<file path="src/hdl/qtl_pkg.sv">
// Package with shared types, character constants and helpers for the quoted token lexer.
`default_nettype none

package qtl_pkg;

    localparam logic [7:0] ChSpace  = 8'h20;
    localparam logic [7:0] ChNl     = 8'h0A;
    localparam logic [7:0] ChTab    = 8'h09;
    localparam logic [7:0] ChEq     = 8'h3D;
    localparam logic [7:0] ChLParen = 8'h28;
    localparam logic [7:0] ChRParen = 8'h29;
    localparam logic [7:0] ChComma  = 8'h2C;
    localparam logic [7:0] ChQuote  = 8'h22;
    localparam logic [7:0] ChLowA   = 8'h61;
    localparam logic [7:0] ChLowZ   = 8'h7A;
    localparam logic [7:0] ChUpA    = 8'h41;

    localparam logic ReqChar = 1'b0;
    localparam logic ReqEos  = 1'b1;

    localparam int QDepth = 4;
    localparam int QPtrW  = $clog2(QDepth);
    localparam int QCntW  = $clog2(QDepth + 1);

    typedef enum logic [1:0] {
        MODE_LEAD   = 2'd0,
        MODE_STRING = 2'd1,
        MODE_PLAIN  = 2'd2,
        MODE_TRAIL  = 2'd3
    } t_mode;

    // One classified byte: an optional end marker, then an optional character.
    typedef struct packed {
        logic       has_end;
        logic       was_string;
        logic       eol_after;
        logic       has_char;
        logic [7:0] ch;
    } t_cmd;

    function automatic logic is_sep(input logic [7:0] c);
        is_sep = (c == ChSpace) || (c == ChNl) || (c == ChTab) || (c == ChEq) ||
                 (c == ChLParen) || (c == ChRParen) || (c == ChComma);
    endfunction

    function automatic logic [7:0] fold_upper(input logic [7:0] c);
        if (c >= ChLowA && c <= ChLowZ) begin
            fold_upper = c - ChLowA + ChUpA;
        end else begin
            fold_upper = c;
        end
    endfunction

endpackage

`default_nettype wire

</file>
<file path="src/hdl/qtl_front.sv">
// Front end: accepts bytes, tracks lexer mode and classifies each byte into a command.
`default_nettype none

module qtl_front (
    input  wire               i_clk,
    input  wire               i_rst_n,
    input  wire               i_valid,
    output logic              o_stall,
    input  wire               i_req_type,
    input  wire  [7:0]        i_byte_value,
    input  wire               i_full,
    output logic              o_push,
    output qtl_pkg::t_cmd     o_cmd
);

    qtl_pkg::t_mode r_mode, n_mode;
    logic           r_str, n_str;
    logic           w_accept;
    logic           w_sep;
    logic           w_quote;
    logic [7:0]     w_fold;
    qtl_pkg::t_cmd  w_cmd;

    assign o_stall  = i_full;
    assign w_accept = i_valid && !i_full;
    assign w_sep    = qtl_pkg::is_sep(i_byte_value);
    assign w_quote  = (i_byte_value == qtl_pkg::ChQuote);
    assign w_fold   = qtl_pkg::fold_upper(i_byte_value);

    always_ff @(posedge i_clk) begin
        if (!i_rst_n) begin
            r_mode <= qtl_pkg::MODE_LEAD;
            r_str  <= 1'b0;
        end else if (w_accept) begin
            r_mode <= n_mode;
            r_str  <= n_str;
        end
    end

    always_comb begin
        w_cmd  = '0;
        n_mode = r_mode;
        n_str  = r_str;
        if (i_req_type == qtl_pkg::ReqEos) begin
            // Close any open token, then start over.
            if (r_mode != qtl_pkg::MODE_LEAD) begin
                w_cmd.has_end    = 1'b1;
                w_cmd.was_string = r_str;
            end
            n_mode = qtl_pkg::MODE_LEAD;
            n_str  = 1'b0;
        end else begin
            unique case (r_mode)
                qtl_pkg::MODE_LEAD: begin
                    if (!w_sep) begin
                        if (w_quote) begin
                            n_mode = qtl_pkg::MODE_STRING;
                            n_str  = 1'b1;
                        end else begin
                            n_mode         = qtl_pkg::MODE_PLAIN;
                            n_str          = 1'b0;
                            w_cmd.has_char = 1'b1;
                            w_cmd.ch       = w_fold;
                        end
                    end
                end
                qtl_pkg::MODE_STRING: begin
                    if (w_quote) begin
                        n_mode = qtl_pkg::MODE_TRAIL;
                    end else begin
                        w_cmd.has_char = 1'b1;
                        w_cmd.ch       = i_byte_value;
                    end
                end
                qtl_pkg::MODE_PLAIN: begin
                    if (i_byte_value == qtl_pkg::ChNl) begin
                        w_cmd.has_end    = 1'b1;
                        w_cmd.was_string = r_str;
                        w_cmd.eol_after  = 1'b1;
                        n_mode           = qtl_pkg::MODE_LEAD;
                        n_str            = 1'b0;
                    end else if (w_sep) begin
                        n_mode = qtl_pkg::MODE_TRAIL;
                    end else begin
                        w_cmd.has_char = 1'b1;
                        w_cmd.ch       = w_fold;
                    end
                end
                qtl_pkg::MODE_TRAIL: begin
                    if (i_byte_value == qtl_pkg::ChNl) begin
                        w_cmd.has_end    = 1'b1;
                        w_cmd.was_string = r_str;
                        w_cmd.eol_after  = 1'b1;
                        n_mode           = qtl_pkg::MODE_LEAD;
                        n_str            = 1'b0;
                    end else if (!w_sep) begin
                        w_cmd.has_end    = 1'b1;
                        w_cmd.was_string = r_str;
                        if (w_quote) begin
                            n_mode = qtl_pkg::MODE_STRING;
                            n_str  = 1'b1;
                        end else begin
                            n_mode         = qtl_pkg::MODE_PLAIN;
                            n_str          = 1'b0;
                            w_cmd.has_char = 1'b1;
                            w_cmd.ch       = w_fold;
                        end
                    end
                end
                default: begin
                    n_mode = qtl_pkg::MODE_LEAD;
                end
            endcase
        end
    end

    assign o_push = w_accept && (w_cmd.has_end || w_cmd.has_char);
    assign o_cmd  = w_cmd;

endmodule

`default_nettype wire

</file>
<file path="src/hdl/qtl_queue.sv">
// Small command queue that decouples the front end from the result stage.
`default_nettype none

module qtl_queue (
    input  wire               i_clk,
    input  wire               i_rst_n,
    input  wire               i_push,
    input  qtl_pkg::t_cmd     i_cmd,
    output logic              o_full,
    input  wire               i_pop,
    output logic              o_empty,
    output qtl_pkg::t_cmd     o_head
);

    qtl_pkg::t_cmd                r_mem [qtl_pkg::QDepth];
    logic [qtl_pkg::QPtrW-1:0]    r_wr_ptr;
    logic [qtl_pkg::QPtrW-1:0]    r_rd_ptr;
    logic [qtl_pkg::QCntW-1:0]    r_count;

    assign o_full  = (r_count == qtl_pkg::QCntW'(qtl_pkg::QDepth));
    assign o_empty = (r_count == '0);
    assign o_head  = r_mem[r_rd_ptr];

    always_ff @(posedge i_clk) begin
        if (i_push) begin
            r_mem[r_wr_ptr] <= i_cmd;
        end
    end

    always_ff @(posedge i_clk) begin
        if (!i_rst_n) begin
            r_wr_ptr <= '0;
            r_rd_ptr <= '0;
            r_count  <= '0;
        end else begin
            if (i_push) begin
                r_wr_ptr <= r_wr_ptr + 1'b1;
            end
            if (i_pop) begin
                r_rd_ptr <= r_rd_ptr + 1'b1;
            end
            if (i_push && !i_pop) begin
                r_count <= r_count + 1'b1;
            end else if (i_pop && !i_push) begin
                r_count <= r_count - 1'b1;
            end
        end
    end

endmodule

`default_nettype wire

</file>
<file path="src/hdl/qtl_back.sv">
// Back end: expands queued commands into one or two results in an output register.
`default_nettype none

module qtl_back (
    input  wire               i_clk,
    input  wire               i_rst_n,
    input  wire               i_empty,
    input  qtl_pkg::t_cmd     i_head,
    output logic              o_pop,
    output logic              o_valid,
    input  wire               i_stall,
    output logic              o_is_token_end,
    output logic [7:0]        o_token_char,
    output logic              o_was_string,
    output logic              o_eol_after,
    output logic              o_last
);

    logic       r_valid;
    logic       r_phase;
    logic       r_is_end;
    logic [7:0] r_char;
    logic       r_ws;
    logic       r_eol;
    logic       r_last;
    logic       w_load;
    logic       w_take;
    logic       w_emit_end;

    assign w_load     = !r_valid || !i_stall;
    assign w_take     = w_load && !i_empty;
    assign w_emit_end = i_head.has_end && !r_phase;
    // Hold the entry after its end marker if a character still follows.
    assign o_pop      = w_take && !(w_emit_end && i_head.has_char);

    always_ff @(posedge i_clk) begin
        if (!i_rst_n) begin
            r_valid <= 1'b0;
            r_phase <= 1'b0;
        end else if (w_load) begin
            r_valid <= !i_empty;
            if (w_take) begin
                r_phase <= w_emit_end && i_head.has_char;
            end
        end
    end

    always_ff @(posedge i_clk) begin
        if (w_take) begin
            if (w_emit_end) begin
                r_is_end <= 1'b1;
                r_char   <= 8'd0;
                r_ws     <= i_head.was_string;
                r_eol    <= i_head.eol_after;
                r_last   <= !i_head.has_char;
            end else begin
                r_is_end <= 1'b0;
                r_char   <= i_head.ch;
                r_ws     <= 1'b0;
                r_eol    <= 1'b0;
                r_last   <= 1'b1;
            end
        end
    end

    assign o_valid        = r_valid;
    assign o_is_token_end = r_is_end;
    assign o_token_char   = r_char;
    assign o_was_string   = r_ws;
    assign o_eol_after    = r_eol;
    assign o_last         = r_last;

endmodule

`default_nettype wire

</file>
<file path="src/hdl/quoted_token_lexer.sv">
// Top level of the quoted token lexer: front end, command queue and result stage.
`default_nettype none

//  Channel | Direction | Handshake          | Payload
//  --------+-----------+--------------------+------------------------------------------
//  in      | to block  | i_valid / o_stall  | i_req_type, i_byte_value
//  out     | from block| o_valid / i_stall  | o_is_token_end, o_token_char,
//          |           |                    | o_was_string, o_eol_after, o_last
//
//  One byte is taken per cycle while the command queue has room; the lexer mode
//  advances in the same cycle, so the next byte follows directly.
//  Results leave one per cycle from the output register while i_stall is low; a
//  byte that closes a token and opens the next (end marker plus character) gives two results.
//  A full queue (four commands) raises o_stall; a stalled output holds its
//  transfer and lets the queue fill. Synchronous active-low reset empties the
//  queue, drops the output transfer and returns the lexer to leading skip.

module quoted_token_lexer (
    input  wire         i_clk,
    input  wire         i_rst_n,
    input  wire         i_valid,
    output logic        o_stall,
    input  wire         i_req_type,
    input  wire  [7:0]  i_byte_value,
    output logic        o_valid,
    input  wire         i_stall,
    output logic        o_is_token_end,
    output logic [7:0]  o_token_char,
    output logic        o_was_string,
    output logic        o_eol_after,
    output logic        o_last
);

    logic          w_push;
    logic          w_pop;
    logic          w_full;
    logic          w_empty;
    qtl_pkg::t_cmd w_cmd;
    qtl_pkg::t_cmd w_head;

    // Classify each byte and advance the lexer mode.
    qtl_front u_front (
        .i_clk        (i_clk),
        .i_rst_n      (i_rst_n),
        .i_valid      (i_valid),
        .o_stall      (o_stall),
        .i_req_type   (i_req_type),
        .i_byte_value (i_byte_value),
        .i_full       (w_full),
        .o_push       (w_push),
        .o_cmd        (w_cmd)
    );

    // Buffer commands so the front end keeps going while results wait.
    qtl_queue u_queue (
        .i_clk   (i_clk),
        .i_rst_n (i_rst_n),
        .i_push  (w_push),
        .i_cmd   (w_cmd),
        .o_full  (w_full),
        .i_pop   (w_pop),
        .o_empty (w_empty),
        .o_head  (w_head)
    );

    // Expand each command into its results, end marker first.
    qtl_back u_back (
        .i_clk          (i_clk),
        .i_rst_n        (i_rst_n),
        .i_empty        (w_empty),
        .i_head         (w_head),
        .o_pop          (w_pop),
        .o_valid        (o_valid),
        .i_stall        (i_stall),
        .o_is_token_end (o_is_token_end),
        .o_token_char   (o_token_char),
        .o_was_string   (o_was_string),
        .o_eol_after    (o_eol_after),
        .o_last         (o_last)
    );

endmodule

`default_nettype wire
</file>
<file path="config.mk">
export PLATFORM = sky130hd
export DESIGN_NAME = quoted_token_lexer
export DESIGN_NICKNAME = d
export VERILOG_FILES = /design/src/hdl/qtl_pkg.sv /design/src/hdl/qtl_front.sv /design/src/hdl/qtl_queue.sv /design/src/hdl/qtl_back.sv /design/src/hdl/quoted_token_lexer.sv
export SDC_FILE = /design/constraint.sdc
export NUM_CORES = 1
export LEC_CHECK = 0
export ABC_AREA = 0
export BUFFER_PORTS_ARGS = -buffer_cell sky130_fd_sc_hd__clkbuf_2
export CAP_MARGIN = 40
export CELL_PAD_IN_SITES_DETAIL_PLACEMENT = 2
export CELL_PAD_IN_SITES_GLOBAL_PLACEMENT = 2
export CORE_AREA = 8 8 91 101
export CTS_BUF_LIST = sky130_fd_sc_hd__clkbuf_4
export DETAILED_ROUTE_END_ITERATION = 7
export DIE_AREA = 0 0 99 109
export PLACE_DENSITY_LB_ADDON = 0.08
export RECOVER_POWER = 25
export SLEW_MARGIN = 20
export SYNTH_ARGS = -nofsm -noshare
export SYNTH_HDL_FRONTEND = slang
export SYNTH_HIERARCHICAL = 1
export SYNTH_SLANG_ARGS = --single-unit
export TNS_END_PERCENT = 5
</file>
<file path="constraint.sdc">
create_clock -name i_clk -period 8.1 [get_ports i_clk]
set_clock_uncertainty 0.15 [all_clocks]
set_input_delay 1.62 -clock i_clk [delete_from_list [all_inputs] [get_ports i_clk]]
set_output_delay 1.62 -clock i_clk [all_outputs]
set_load 0.02 [all_outputs]
</file>
==> summary.txt <==
Run
  • Max-capacitance violation count: 0

Floorplanning
  • I/O pin cnt: 27
  • Row count: 34
  • Die H: 109 µm
  • Core area: ~7600 µm²
  • Chip Width: 99 µm
  • Full die area: around 11000 µm²
  • Initial Utilization: 0.461

Clock network
  • CTS tree: yes
  • Root Buffer: clkbuf_4
  • Hold_buf cts: 0
  • Worst-Skew Late Latency: ~400 ps
  • Setup Buffers After CTS: 0
  • Max clock buf depth: 2
  • Cts repair resizes: 0
  • Clock Sinks: 74
  • CTS H-tree lvls: 3
  • Worst-path clk slew: 120 ps
  • TritonCTS Buffers: 9

STA
  • Worst setup margin: 3820 ps
  • Relative slew slack: 0.119
  • Fin crit period: 4280 ps
  • Final Hold Vio Count: 0
  • Worst-Margin Slew: 1320 ps
  • Setup_tns: 0 ps
  • Fmax achieved: 233 MHz
  • RSZ-0062 raised after global routing: false
  • Final setup viols: 0
  • Worst Hold Slack: 331 ps
  • Slew Viols, Final: 0
  • Final period util: 0.529

Synthesis
  • Synth Instances: 250
  • Yosys warning total: 6
  • Count leader, synth: edfxtp_1
  • Syn_nets: 270
  • Number of register bits inferred by synthesis: 74
  • Post-Syn Area per Cell: 14.1 µm²
  • Post-synth top cells: edfxtp_1, and2_1, nand2_1, dfxtp_1, mux4_2
  • Yosys top cell area share: 0.513
  • Sequential share of the synthesized area: 0.593
  • Post-synth EDFFs: 60
  • Post-synth cell types: 58
  • Post-synth top area cell: edfxtp_1
  • Main synth FF type: edfxtp_1
  • Post-synthesis async set-or-reset flop share: 0
  • Netlist Area Pre-Place: around 3500 µm²
  • Synth area leaders: edfxtp_1, dfxtp_1, mux4_2, and2_1, ha_1

Power
  • Tot Pwr: ~1100 µW
  • Logic pwr share: 0.291
  • P_sw: 344 µW
  • Worst vdd ir: between 100 and 150 µV
  • Lkg Pwr: 0.00129 µW
  • Sw Ratio: 0.322
  • Clock share of power: 0.208
  • Int Power: between 700 and 800 µW
  • Seq pwr share: 0.501
  • Pwr dens: 283 nW/µm²

Drt
  • Starting DRT DRC Count: 90
  • Post-Route WL: 7.74 mm
  • Drt pass-1 iters: 4
  • Vias per cell: 5.76
  • Avg WL per Cell: about 21 µm
  • Routed Antenna Nets: 0
  • Via count: 2130
  • Drt drc: 0

Global route
  • Total global routing overflow: 0
  • First-pass GRT wire length: 12.9 mm
  • Initial antenna violation count: 0
  • Total GRT Usage: 0.157
  • Vias in the first global route: 2387
  • Largest net degree at the start of global routing: 22

Placed design
  • IO buf count: 26
  • Post-DP HPWL: between 5 and 6 mm
  • Setup WS pre-CTS: ~3600 ps
  • Final RePlAce weighted congestion: 0.771

Setup path
  • Critical Path Fanout Max: 9
  • Crit path kind: in -> reg
  • CP startpoint kind: input pin
  • Crit end category: register
  • CP required: 8280 ps
  • WP data arrival: 4470 ps

Run status
  • Status: finished clean

Cells and area
  • Total Nets Final: approximately 300
  • Layout cell share with drive strength beyond 1: 0.207
  • Antenna diodes: 0
  • Area grow syn2layout: 7.19%

Min path
  • Min-delay worst type: reg -> reg
critical path, cell delays in order:
cell and delay [ps]:
clkbuf_1 180, nor4_1 490, and4_1 420, o21a_1 140, o31a_1 300, ha_1 240
inv_1 60, fa_1 380, xor2_1 160, or3_1 300, a21boi_0 180
registers in the layout, indices dropped and copies added, names as in the netlist, 2 cells and up, named ones only:
| name | cells |
|---|---|
| u_queue/r_mem | 48 |
| u_back/o_token_char | 8 |
| u_queue/r_count | 3 |
| u_front/r_mode | 2 |
| u_queue/r_rd_ptr | 2 |
| u_queue/r_wr_ptr | 2 |
cells in the final DEF (no fill, tap or decap), types with 8 or more instances in the layout:
| cell | n |
|---|---|
| mux4_2 | 10 |
| and2_1 | 13 |
| and2_2 | 9 |
| nand2_1 | 15 |
| inv_1 | 9 |
| edfxtp_1 | 60 |
| clkbuf_1 | 8 |
| clkbuf_4 | 10 |
| dfxtp_1 | 14 |
| clkbuf_2 | 18 |
power by group through the flow:
stage,Sequential (µW),Combinational (µW),Clock [µW]
2_1_floorplan,572,211,0
3_3_place_gp,550,311,0
3_5_place_dp,555,322,0
4_1_cts,546,324,234
5_1_grt,546,345,245
6_report,535,310,221
area by class of cell:
| type | instances | area (µm²) |
|---|---|---|
| Inverter | 10 | 38.8 |
| Multi-Input combinational cell | 153 | 1260 |
| Timing Repair Buffer | 27 | 135 |
| Clock inverter | 6 | 57.6 |
| Fill cell | 744 | 3850 |
| Clock buffer | 10 | 75.1 |
| Tap cell | 90 | 113 |
| Sequential cell | 74 | 2080 |
per-layer routing:
| layer | part of all wire | global-route usage | vias up | wire length (µm) |
|---|---|---|---|---|
| li1 | - | - | 999 | - |
| met2 | 0.50 | 0.265 | 35 | 3870 |
| met4 | 0.017 | 0.0724 | 0 | 130 |
| met1 | 0.45 | 0.189 | 1085 | 3480 |
| met5 | 0 | 0 | - | 0 |
| met3 | 0.033 | 0.0338 | 11 | 258 |
cell families after synthesis:
kind of cell | synth area share
compound gates | 0.0719
xor+xnor | 0.0125
fa+ha+maj | 0.0271
buf+inv | 0.0360
flops | 0.593
mux | 0.0933
simple gates | 0.167
stage by stage:
stage	instances	instance area [µm²]	utilization
3_3_place_gp	353	3670	0.482
2_1_floorplan	250	3510	-
4_1_cts	369	3800	0.499
5_1_grt	370	3770	0.495
3_5_place_dp	353	3670	0.482
6_report	370	3770	0.495
path summary, 6_finish.rpt:
kind	slack [ps]	start	end	cells after the start
worst min-delay path	330	u_back/r_phase	u_back/r_phase	2
worst min register to register	330	u_back/r_phase	u_back/r_phase	2
worst max register to register	4510	register	u_queue/r_count[2]	11
worst max-delay path	3820	i_byte_value[2]	u_queue/r_count[2]	11
Power figures use the tool's default switching activity.
